## src/sv/stb_pkg.sv

```systemverilog
// Package for the software timer bank: sizes, request codes and controller states.
package stb_pkg;

	localparam int TIMERS    = 8;
	localparam int IDX_W     = (TIMERS > 1) ? $clog2(TIMERS) : 1;
	localparam int REQ_W     = 3;
	localparam int ID_W      = 3;
	localparam int CNT_W     = 32;
	localparam int TIME_W    = 31;
	localparam int DIG_W     = 4;
	localparam int DIGITS    = CNT_W / DIG_W;
	localparam int DIG_CNT_W = $clog2(DIGITS);
	localparam int GRP_W     = 4;

	localparam logic [GRP_W-1:0]  GROUP_LEN = GRP_W'(10);
	localparam logic [TIME_W-1:0] RUN_WRAP  = {TIME_W{1'b1}};

	localparam logic [REQ_W-1:0] REQ_TICK       = 3'd0;
	localparam logic [REQ_W-1:0] REQ_START_ONCE = 3'd1;
	localparam logic [REQ_W-1:0] REQ_START_AUTO = 3'd2;
	localparam logic [REQ_W-1:0] REQ_STOP       = 3'd3;
	localparam logic [REQ_W-1:0] REQ_CHECK      = 3'd4;
	localparam logic [REQ_W-1:0] REQ_READ       = 3'd5;
	localparam logic [REQ_W-1:0] REQ_ELAPSED    = 3'd6;

	typedef enum logic [3:0] {
		ST_IDLE,
		ST_TRD,
		ST_TLOAD,
		ST_TDEC,
		ST_TWB,
		ST_RADD,
		ST_RFIN,
		ST_E1,
		ST_E2LD,
		ST_E2,
		ST_EFIN
	} state_t;

endpackage

```

## src/sv/soft_timer_bank.sv

```systemverilog
// Software timer bank: countdown timers, run-time counter and elapsed-time unit.
//
// One word is taken when start is high and busy is low; every word gives exactly one
// result, shown on hit, time_value and ten_tick_mark for the single cycle in which done
// is high, and the receiver cannot stall it. Start, stop, check, read and unused codes
// give their result in the cycle after the word is taken. An elapsed request makes a
// pass through the 4-bit serial adder, a load step, another pass through the adder and
// a finish step. A tick sweeps the timers in turn: each timer is read from the count
// memory, decremented one nibble per cycle through the same serial adder and, if it
// was running, written back; the run-time counter is then incremented through the
// adder, followed by a finish step. busy stays high throughout, and the result of a
// tick or an elapsed request appears in the first cycle after busy falls.
module soft_timer_bank (
	input  logic                        clk,
	input  logic                        arst_n,
	input  logic                        start,
	output logic                        busy,
	input  logic [stb_pkg::REQ_W-1:0]   req_type,
	input  logic [stb_pkg::ID_W-1:0]    timer_id,
	input  logic [stb_pkg::CNT_W-1:0]   period,
	input  logic                        clear_on_hit,
	input  logic [stb_pkg::TIME_W-1:0]  last_time,
	output logic                        done,
	output logic                        hit,
	output logic [stb_pkg::TIME_W-1:0]  time_value,
	output logic                        ten_tick_mark
);
	import stb_pkg::*;

	state_t state_q, state_d;

	logic [DIG_CNT_W-1:0] dig_q;
	logic [IDX_W-1:0]     idx_q;
	logic [TIME_W-1:0]    run_q;
	logic [GRP_W-1:0]     grp_q;
	logic [TIMERS-1:0]    expired_q;
	logic [TIMERS-1:0]    auto_q;
	logic [TIMERS-1:0]    rem_vld_q;
	logic [TIMERS-1:0]    rel_vld_q;
	logic                 done_q;
	logic                 hit_q;
	logic [TIME_W-1:0]    tv_q;
	logic                 mark_q;

	// Serial adder datapath.
	logic [CNT_W-1:0] a_q;
	logic [CNT_W-1:0] b_q;
	logic             cy_q;
	logic             nz_q;
	logic [DIG_W:0]   dsum;

	// Count and reload memories.
	logic [CNT_W-1:0] rem_mem [TIMERS];
	logic [CNT_W-1:0] rel_mem [TIMERS];
	logic [CNT_W-1:0] rem_rd_q;
	logic [CNT_W-1:0] rel_rd_q;
	logic             rem_rv_q;
	logic             rel_rv_q;
	logic [CNT_W-1:0] rem_eff;
	logic [CNT_W-1:0] rel_eff;

	logic             rem_we;
	logic [IDX_W-1:0] rem_wa;
	logic [CNT_W-1:0] rem_wd;
	logic             rel_we;

	logic             accept;
	logic             id_ok;
	logic [IDX_W-1:0] id_idx;
	logic             dig_last;
	logic             idx_last;
	logic             is_start;
	logic             hit_zero;
	logic [TIME_W-1:0] run_new;
	logic [GRP_W-1:0]  grp_inc;

	assign accept   = start && (state_q == ST_IDLE);
	assign id_ok    = 32'(timer_id) < 32'(TIMERS);
	assign id_idx   = IDX_W'(timer_id);
	assign dig_last = dig_q == DIG_CNT_W'(DIGITS - 1);
	assign idx_last = idx_q == IDX_W'(TIMERS - 1);
	assign is_start = (req_type == REQ_START_ONCE) || (req_type == REQ_START_AUTO);
	assign hit_zero = a_q == '0;
	assign rem_eff  = rem_rv_q ? rem_rd_q : '0;
	assign rel_eff  = rel_rv_q ? rel_rd_q : '0;
	assign dsum     = {1'b0, a_q[DIG_W-1:0]} + {1'b0, b_q[DIG_W-1:0]} + {{DIG_W{1'b0}}, cy_q};
	assign run_new  = (a_q[TIME_W-1:0] == RUN_WRAP) ? '0 : a_q[TIME_W-1:0];
	assign grp_inc  = grp_q + GRP_W'(1);

	always_ff @(posedge clk or negedge arst_n) begin
		if (!arst_n) begin
			state_q <= ST_IDLE;
		end else begin
			state_q <= state_d;
		end
	end

	always_comb begin
		state_d = state_q;
		rem_we  = 1'b0;
		rem_wa  = idx_q;
		rem_wd  = '0;
		rel_we  = 1'b0;
		case (state_q)
			ST_IDLE: begin
				if (accept) begin
					if (req_type == REQ_TICK) begin
						state_d = ST_TRD;
					end else if (req_type == REQ_ELAPSED) begin
						state_d = ST_E1;
					end
					if (id_ok && is_start) begin
						rem_we = 1'b1;
						rem_wa = id_idx;
						rem_wd = period;
						rel_we = 1'b1;
					end else if (id_ok && (req_type == REQ_STOP)) begin
						rem_we = 1'b1;
						rem_wa = id_idx;
					end
				end
			end
			ST_TRD:   state_d = ST_TLOAD;
			ST_TLOAD: state_d = ST_TDEC;
			ST_TDEC: begin
				if (dig_last) begin
					state_d = ST_TWB;
				end
			end
			ST_TWB: begin
				// An idle timer is left untouched; one that reaches zero may reload.
				rem_we  = nz_q;
				rem_wd  = (hit_zero && auto_q[idx_q]) ? rel_eff : a_q;
				state_d = idx_last ? ST_RADD : ST_TRD;
			end
			ST_RADD: begin
				if (dig_last) begin
					state_d = ST_RFIN;
				end
			end
			ST_RFIN: state_d = ST_IDLE;
			ST_E1: begin
				if (dig_last) begin
					state_d = ST_E2LD;
				end
			end
			ST_E2LD: state_d = ST_E2;
			ST_E2: begin
				if (dig_last) begin
					state_d = ST_EFIN;
				end
			end
			ST_EFIN: state_d = ST_IDLE;
			default: state_d = ST_IDLE;
		endcase
	end

	// Control state, flags and result registers.
	always_ff @(posedge clk or negedge arst_n) begin
		if (!arst_n) begin
			dig_q     <= '0;
			idx_q     <= '0;
			run_q     <= '0;
			grp_q     <= '0;
			expired_q <= '0;
			auto_q    <= '0;
			rem_vld_q <= '0;
			rel_vld_q <= '0;
			done_q    <= 1'b0;
			hit_q     <= 1'b0;
			tv_q      <= '0;
			mark_q    <= 1'b0;
		end else begin
			if (rem_we) begin
				rem_vld_q[rem_wa] <= 1'b1;
			end
			if (rel_we) begin
				rel_vld_q[id_idx] <= 1'b1;
			end
			case (state_q)
				ST_IDLE: begin
					done_q <= accept && (req_type != REQ_TICK)
						&& (req_type != REQ_ELAPSED);
					if (accept) begin
						hit_q  <= id_ok && (req_type == REQ_CHECK) && expired_q[id_idx];
						tv_q   <= (req_type == REQ_READ) ? run_q : '0;
						mark_q <= 1'b0;
						idx_q  <= '0;
						dig_q  <= '0;
						if (id_ok && is_start) begin
							expired_q[id_idx] <= 1'b0;
							auto_q[id_idx]    <= req_type == REQ_START_AUTO;
						end
						if (id_ok && (req_type == REQ_STOP)) begin
							expired_q[id_idx] <= 1'b0;
							auto_q[id_idx]    <= 1'b0;
						end
						if (id_ok && (req_type == REQ_CHECK) && expired_q[id_idx]
								&& clear_on_hit) begin
							expired_q[id_idx] <= 1'b0;
						end
					end
				end
				ST_TDEC, ST_RADD, ST_E1, ST_E2: begin
					done_q <= 1'b0;
					dig_q  <= dig_last ? '0 : dig_q + DIG_CNT_W'(1);
				end
				ST_TWB: begin
					done_q <= 1'b0;
					if (nz_q && hit_zero) begin
						expired_q[idx_q] <= 1'b1;
					end
					if (!idx_last) begin
						idx_q <= idx_q + IDX_W'(1);
					end
				end
				ST_RFIN: begin
					run_q  <= run_new;
					tv_q   <= run_new;
					done_q <= 1'b1;
					if (grp_inc >= GROUP_LEN) begin
						grp_q  <= '0;
						mark_q <= 1'b1;
					end else begin
						grp_q <= grp_inc;
					end
				end
				ST_EFIN: begin
					tv_q   <= a_q[TIME_W-1:0];
					done_q <= 1'b1;
				end
				default: begin
					done_q <= 1'b0;
				end
			endcase
		end
	end

	// Serial adder: one nibble a cycle, result shifted in from the top.
	always_ff @(posedge clk) begin
		case (state_q)
			ST_IDLE: begin
				if (accept && (req_type == REQ_ELAPSED)) begin
					// Run time minus last time, as an add of the complement.
					a_q  <= {1'b0, run_q};
					b_q  <= ~{1'b0, last_time};
					cy_q <= 1'b1;
				end
			end
			ST_TLOAD: begin
				a_q  <= rem_eff;
				b_q  <= '1;
				cy_q <= 1'b0;
				nz_q <= rem_eff != '0;
			end
			ST_TDEC, ST_RADD, ST_E1, ST_E2: begin
				a_q  <= {dsum[DIG_W-1:0], a_q[CNT_W-1:DIG_W]};
				b_q  <= {{DIG_W{1'b0}}, b_q[CNT_W-1:DIG_W]};
				cy_q <= dsum[DIG_W];
			end
			ST_TWB: begin
				a_q  <= {1'b0, run_q};
				b_q  <= '0;
				cy_q <= 1'b1;
			end
			ST_E2LD: begin
				// A borrow means the run time has wrapped: take one more off.
				b_q  <= cy_q ? '0 : '1;
				cy_q <= 1'b0;
			end
			default: begin
			end
		endcase
	end

	always_ff @(posedge clk) begin
		if (rem_we) begin
			rem_mem[rem_wa] <= rem_wd;
		end
		if (rel_we) begin
			rel_mem[id_idx] <= period;
		end
		if (state_q == ST_TRD) begin
			rem_rd_q <= rem_mem[idx_q];
			rel_rd_q <= rel_mem[idx_q];
			rem_rv_q <= rem_vld_q[idx_q];
			rel_rv_q <= rel_vld_q[idx_q];
		end
	end

	assign busy          = state_q != ST_IDLE;
	assign done          = done_q;
	assign hit           = hit_q;
	assign time_value    = tv_q;
	assign ten_tick_mark = mark_q;

	a_busy_after_start: assert property (@(posedge clk) disable iff (!arst_n)
		$rose(busy) |-> $past(start))
		else $error("busy rose without an accepted word");

	a_group_range: assert property (@(posedge clk) disable iff (!arst_n)
		grp_q < GROUP_LEN)
		else $error("tick group counter out of range");

	a_run_range: assert property (@(posedge clk) disable iff (!arst_n)
		run_q != RUN_WRAP)
		else $error("run time reached the wrap value");

	a_sweep_done: assert property (@(posedge clk) disable iff (!arst_n)
		(state_q == ST_RADD) && (dig_q == '0) |-> idx_last)
		else $error("run-time update began before the timer sweep ended");

	a_mark_alone: assert property (@(posedge clk) disable iff (!arst_n)
		done && ten_tick_mark |-> !hit)
		else $error("tick marker outside a tick result");

endmodule
```

## config.mk

```make
export PLATFORM = sky130hd
export DESIGN_NAME = soft_timer_bank
export DESIGN_NICKNAME = d
export VERILOG_FILES = /design/src/sv/stb_pkg.sv /design/src/sv/soft_timer_bank.sv
export SDC_FILE = /design/constraint.sdc
export NUM_CORES = 1
export LEC_CHECK = 0
export ABC_AREA = 1
export BUFFER_PORTS_ARGS = -buffer_cell sky130_fd_sc_hd__buf_2
export CAP_MARGIN = 20
export CORE_UTILIZATION = 59
export CTS_BUF_LIST = sky130_fd_sc_hd__clkbuf_4 sky130_fd_sc_hd__clkbuf_8
export DETAILED_ROUTE_END_ITERATION = 6
export PLACE_DENSITY = 0.82
export SLEW_MARGIN = 20
export SYNTH_ARGS = -nofsm -noshare
export SYNTH_HDL_FRONTEND = slang
export SYNTH_SLANG_ARGS = --single-unit
```

## constraint.sdc

```tcl
create_clock -name clk -period 7.1 [get_ports clk]
set_clock_uncertainty 0.2 [all_clocks]
set_input_delay 1.42 -clock clk [delete_from_list [all_inputs] [get_ports clk]]
set_output_delay 1.42 -clock clk [all_outputs]
set_load 0.05 [all_outputs]
```

==> impl_table.tex <==
\begin{tabular}{lr}
\hline
Metric & Value \\
\hline
\multicolumn{2}{l}{\textbf{Routing}} \\
\quad Met1 routed wirelength after detailed routing & 29,710 um \\
\quad Met2 Wirelength & 36,560 um \\
\quad Remaining DRCs & 0 \\
\quad Detailed Route WL & 78,320 um \\
\quad Detailed-route vias per instance & 6.202 \\
\quad Met3 wirelength from detailed routing & 9460 um \\
\quad Post-route ant nets & 0 \\
\quad Uppermost metal layer occupied by signal nets & met5 \\
\quad Average detailed-routed wire length per instance & 22.97 um \\
\quad Pre-antenna DRT Iters & 7 \\
\quad Total vias in the final route & 21,149 \\
\quad Initial drt markers & 2,885 \\
\multicolumn{2}{l}{\textbf{Pwr}} \\
\quad Largest voltage drop on the vdd net & 0.2552 mV \\
\quad Leakage power & 12.77 nW \\
\quad Cell Pwr Density & 414.7 nW/um\^{}2 \\
\multicolumn{2}{l}{\textbf{Job}} \\
\quad Max-cap violations & 0 \\
\multicolumn{2}{l}{\textbf{STA}} \\
\quad Final number of max-transition violations & 0 \\
\quad Final worst-path cycle share & 52.89\% \\
\quad Minimum period implied by the final worst setup slack & 3.755 ns \\
\quad Setup repair after global routing missed its margin & no \\
\quad Rel. slew slack & 27.07\% \\
\quad Fmax & 0.2663 GHz \\
\quad Total negative slack for setup checks & 0 ns \\
\quad Number of hold violations in the final report & 0 \\
\quad Final setup violation count & 0 \\
\quad Slew @ Worst Pin & 1.091 ns \\
\multicolumn{2}{l}{\textbf{Yosys}} \\
\quad Combinational family with the most area after synthesis & simple AND/OR/NAND/NOR gates \\
\quad Top FF cell, synth & sky130\_fd\_sc\_hd\_\_edfxtp\_1 \\
\quad Async set or reset register ratio after synthesis & 14.70\% \\
\quad Portion of the post-synthesis area used by sequential elements & 72.50\% \\
\quad Total of flip-flops plus latches after synthesis & 755 \\
\quad Synthesized-area fraction occupied by adder cells & 0.5004\% \\
\quad Number of enable flip-flop cells after synthesis & 644 \\
\quad Multiplexer share of the synthesized area & 0\% \\
\quad Share of synthesized cell area in and, or, nand and nor gates & 15.00\% \\
\quad Average size of a mapped cell & 12.13 um\^{}2 \\
\quad Yosys warnings & 0 \\
\quad Post-synth design cell area & 30,510 um\^{}2 \\
\quad Synthesized Nets & 2,598 \\
\quad XOR/XNOR Fraction of Synth Area & 0.08613\% \\
\quad Distinct cells, synth & 44 \\
\quad Complex-gate fraction of the synthesized area & 7.932\% \\
\quad Post-Synthesis Cells & 2,514 \\
\multicolumn{2}{l}{\textbf{Clock network}} \\
\quad Post-CTS resize count & 0 \\
\quad Number of clock sinks & 755 \\
\quad Number of post-CTS setup repair buffers & 0 \\
\quad Skew-Pair Late Insertion Delay & 0.72 ns \\
\quad Hold buffer count at cts & 0 \\
\quad Inserted Clock Buffers & 110 \\
\quad Buffer depth of the longest clock path & 3 \\
\quad Depth of the CTS H-tree & 3 \\
\quad Clock Tree Root & sky130\_fd\_sc\_hd\_\_clkbuf\_8 \\
\quad Clock-pin slew of the registers on the worst-case setup and hold paths & 0.06 ns \\
\quad Clock tree from TritonCTS & built \\
\multicolumn{2}{l}{\textbf{Floorplanning}} \\
\quad Die span in y & 229.4 um \\
\quad Initial Utilization & 60.31\% \\
\quad IO Pins & 108 \\
\quad Row Count & 82 \\
\quad Die width & 229.4 um \\
\quad Die outline area & 52,620 um\^{}2 \\
\quad Core area & 50,580 um\^{}2 \\
\multicolumn{2}{l}{\textbf{Place}} \\
\quad Count of buffers from port buffering & 107 \\
\quad Placement Cell Area & 31,780 um\^{}2 \\
\quad Post-DP HPWL & 47,150 um \\
\quad Final weighted congestion in routability-driven placement & 0.9344 \\
\multicolumn{2}{l}{\textbf{Hold path}} \\
\quad Tightest Hold Check Type & flop to flop \\
\multicolumn{2}{l}{\textbf{Worst setup path}} \\
\quad Endpoint arrival time on the critical path & 4.19 ns \\
\quad Critical path fanouts, max & 69 \\
\quad Worst setup path endpoint & time\_value[21] \\
\quad Worst reg2reg path depth & 11 \\
\quad Startpoint Class & flop \\
\quad End of the worst register-to-register path & time\_value[21] \\
\quad Crit. End Element & flop \\
\quad Launching point of the worst reg2reg path & state\_q[3] \\
\quad Launch point of the worst path & state\_q[3] \\
\quad Critical Setup Path Class & flop to flop \\
\quad Data required time at the worst endpoint & 7.54 ns \\
\quad Worst setup slack for register-to-register paths & 3.34 ns \\
\multicolumn{2}{l}{\textbf{Outcome}} \\
\quad Result of the run & completed \\
\multicolumn{2}{l}{\textbf{GRT}} \\
\quad Total overflow reported by the global router & 0 \\
\quad Global router's overall resource usage & 30.05\% \\
\quad Wire length of the first global-routing pass & 119,700 um \\
\quad Pin count of the biggest net entering global routing & 70 \\
\quad Number of antenna violations at the first check in global routing & 3 \\
\quad Via count of the first global-routing pass & 20,990 \\
\multicolumn{2}{l}{\textbf{Final layout}} \\
\quad Layout Nets & 2,725 \\
\quad Share of final-layout standard cells stronger than drive strength 1 & 14.11\% \\
\quad Area of all placed cells without fillers & 34,230 um\^{}2 \\
\quad Filler cell count in the final layout & 3,462 \\
\quad Area overhead of the layout relative to synthesis & 12.21\% \\
\hline
\end{tabular}
## power breakdown
group	internal [mW]	switching [mW]	total [mW]
Combinational	1.12	3.17	4.29
Clock	1.93	1.65	3.58
Sequential	5.95	0.376	6.33
## cell usage after synthesis, types with 3 or more instances
library cell,n,area (um^2)
sky130_fd_sc_hd__a22o_1,34,297.8
sky130_fd_sc_hd__o211ai_1,13,97.59
sky130_fd_sc_hd__nor2_2,3,18.77
sky130_fd_sc_hd__inv_1,170,638.1
sky130_fd_sc_hd__nand3_1,110,550.5
sky130_fd_sc_hd__dfrtp_1,111,2778
sky130_fd_sc_hd__edfxtp_1,644,19340
sky130_fd_sc_hd__nand4_1,99,619.3
sky130_fd_sc_hd__buf_1,15,56.30
sky130_fd_sc_hd__nand2_1,567,2128
sky130_fd_sc_hd__o221ai_1,28,245.2
sky130_fd_sc_hd__nor2_1,214,803.3
sky130_fd_sc_hd__o21ai_0,65,325.3
sky130_fd_sc_hd__or2_2,5,31.28
sky130_fd_sc_hd__clkbuf_1,82,307.8
sky130_fd_sc_hd__a21oi_1,78,390.4
sky130_fd_sc_hd__o21bai_1,4,30.03
sky130_fd_sc_hd__o22ai_1,10,62.56
sky130_fd_sc_hd__a221oi_1,34,297.8
sky130_fd_sc_hd__nor3_1,68,340.3
sky130_fd_sc_hd__or2_1,5,31.28
sky130_fd_sc_hd__a22oi_1,71,533.0
sky130_fd_sc_hd__o41ai_1,8,70.07
sky130_fd_sc_hd__inv_2,13,48.80
sky130_fd_sc_hd__ha_1,9,112.6
sky130_fd_sc_hd__buf_2,30,150.1
## kinds of logic (layout without fill, tap and decap cells)
kind of cell             Yosys count  after routing
AND/OR/NAND/NOR                 1077           1077
adder cells (fa/ha/maj)           11             11
flip-flops                       755            755
AO/OA/AOI/OAI                    355            355
buffers and inverters            313            535
other                              0              2
XOR/XNOR                           3              3
## registers in the layout, summed over array words and instances, names as in the netlist
signal and count:
rel_rv_q 1, a_q 32, rem_vld_q 8, rel_rd_q 32, rel_mem 256, dig_q 3
expired_q 8, time_value 31, idx_q 3, hit 1, auto_q 8, run_q 31
nz_q 1, grp_q 4, rem_rv_q 1, done 1, b_q 32, ten_tick_mark 1
rel_vld_q 8, cy_q 1, rem_rd_q 32, state_q 4, rem_mem 256
## cell type report
class / count / area [um^2] / area share, %
Sequential cell: 755 / 22120 / 64.61
Multi-Input combinational cell: 1446 / 7370 / 21.53
Clock buffer: 170 / 2058 / 6.013
Timing Repair Buffer: 143 / 885.9 / 2.588
Tap cell: 672 / 840.8 / 2.456
Inverter: 185 / 698.2 / 2.040
Clock inverter: 37 / 257.7 / 0.7530
Antenna cell: 2 / 5.005 / 0.01462
## critical path: stages, from the launching register on
cell	delay (ns)
sky130_fd_sc_hd__dfrtp_1	0.42
sky130_fd_sc_hd__inv_2	0.08
sky130_fd_sc_hd__nand2_1	0.14
sky130_fd_sc_hd__nor2_4	0.13
sky130_fd_sc_hd__buf_4	0.53
sky130_fd_sc_hd__inv_2	0.47
sky130_fd_sc_hd__nand2_1	0.26
sky130_fd_sc_hd__nor2_2	0.04
sky130_fd_sc_hd__buf_4	0.24
sky130_fd_sc_hd__inv_1	0.80
sky130_fd_sc_hd__nor2_1	0.12
sky130_fd_sc_hd__a21oi_1	0.19
## layout by cell type, fill, tap and decap left out, drive strengths merged, types with 2 or more instances in the layout
cell type and instances:
inv 184, bufinv 2, nand2 568, clkinv 35
diode 2, nor2 217, xor2 2, or2 10
a21oi 78, o221ai 28, o21ai 67, a22o 34
o21bai 4, dfrtp 111, nand4 99, fa 2
a221oi 34, o22ai 10, clkbuf 170, nand3 111
nor3 69, o31ai 2, ha 9, o41ai 8
buf 143, edfxtp 644, o211ai 13, a31oi 2
a22oi 71
## metrics by stage
stage	cells	hold WS, ns	setup slack (ns)	power [mW]	utilization [%]
global route	3410	0.2826	3.020	14.82	67.68
CTS	3402	0.2632	3.399	14.08	67.41
finish	3410	0.2594	3.345	14.20	67.68
detailed placement	3195	0.2497	2.767	10.55	62.84
floorplan	2514	0.2274	2.927	9.149	-
global placement	3195	0.2416	2.921	10.36	62.84
## worst min-delay path by stage
stage | startpoint | endpoint | slack, ns | depth (start not counted)
after floorplan | rem_vld_q[3] | rem_vld_q[3] | 0.23 | 2
after global placement | rel_vld_q[4] | rel_vld_q[4] | 0.24 | 2
after detailed placement | rel_vld_q[4] | rel_vld_q[4] | 0.25 | 2
after CTS | rel_vld_q[4] | rel_vld_q[4] | 0.26 | 2
after global routing | rel_vld_q[2] | rel_vld_q[2] | 0.28 | 1
final | rel_vld_q[4] | rel_vld_q[4] | 0.26 | 2
## metal layers
layer,global-route usage [%],up-vias
met3,7.383,194
met2,47.04,1509
met5,0,-
li1,-,9300
met4,12.92,2
met1,40.30,10144
Power figures use the tool's default switching activity.
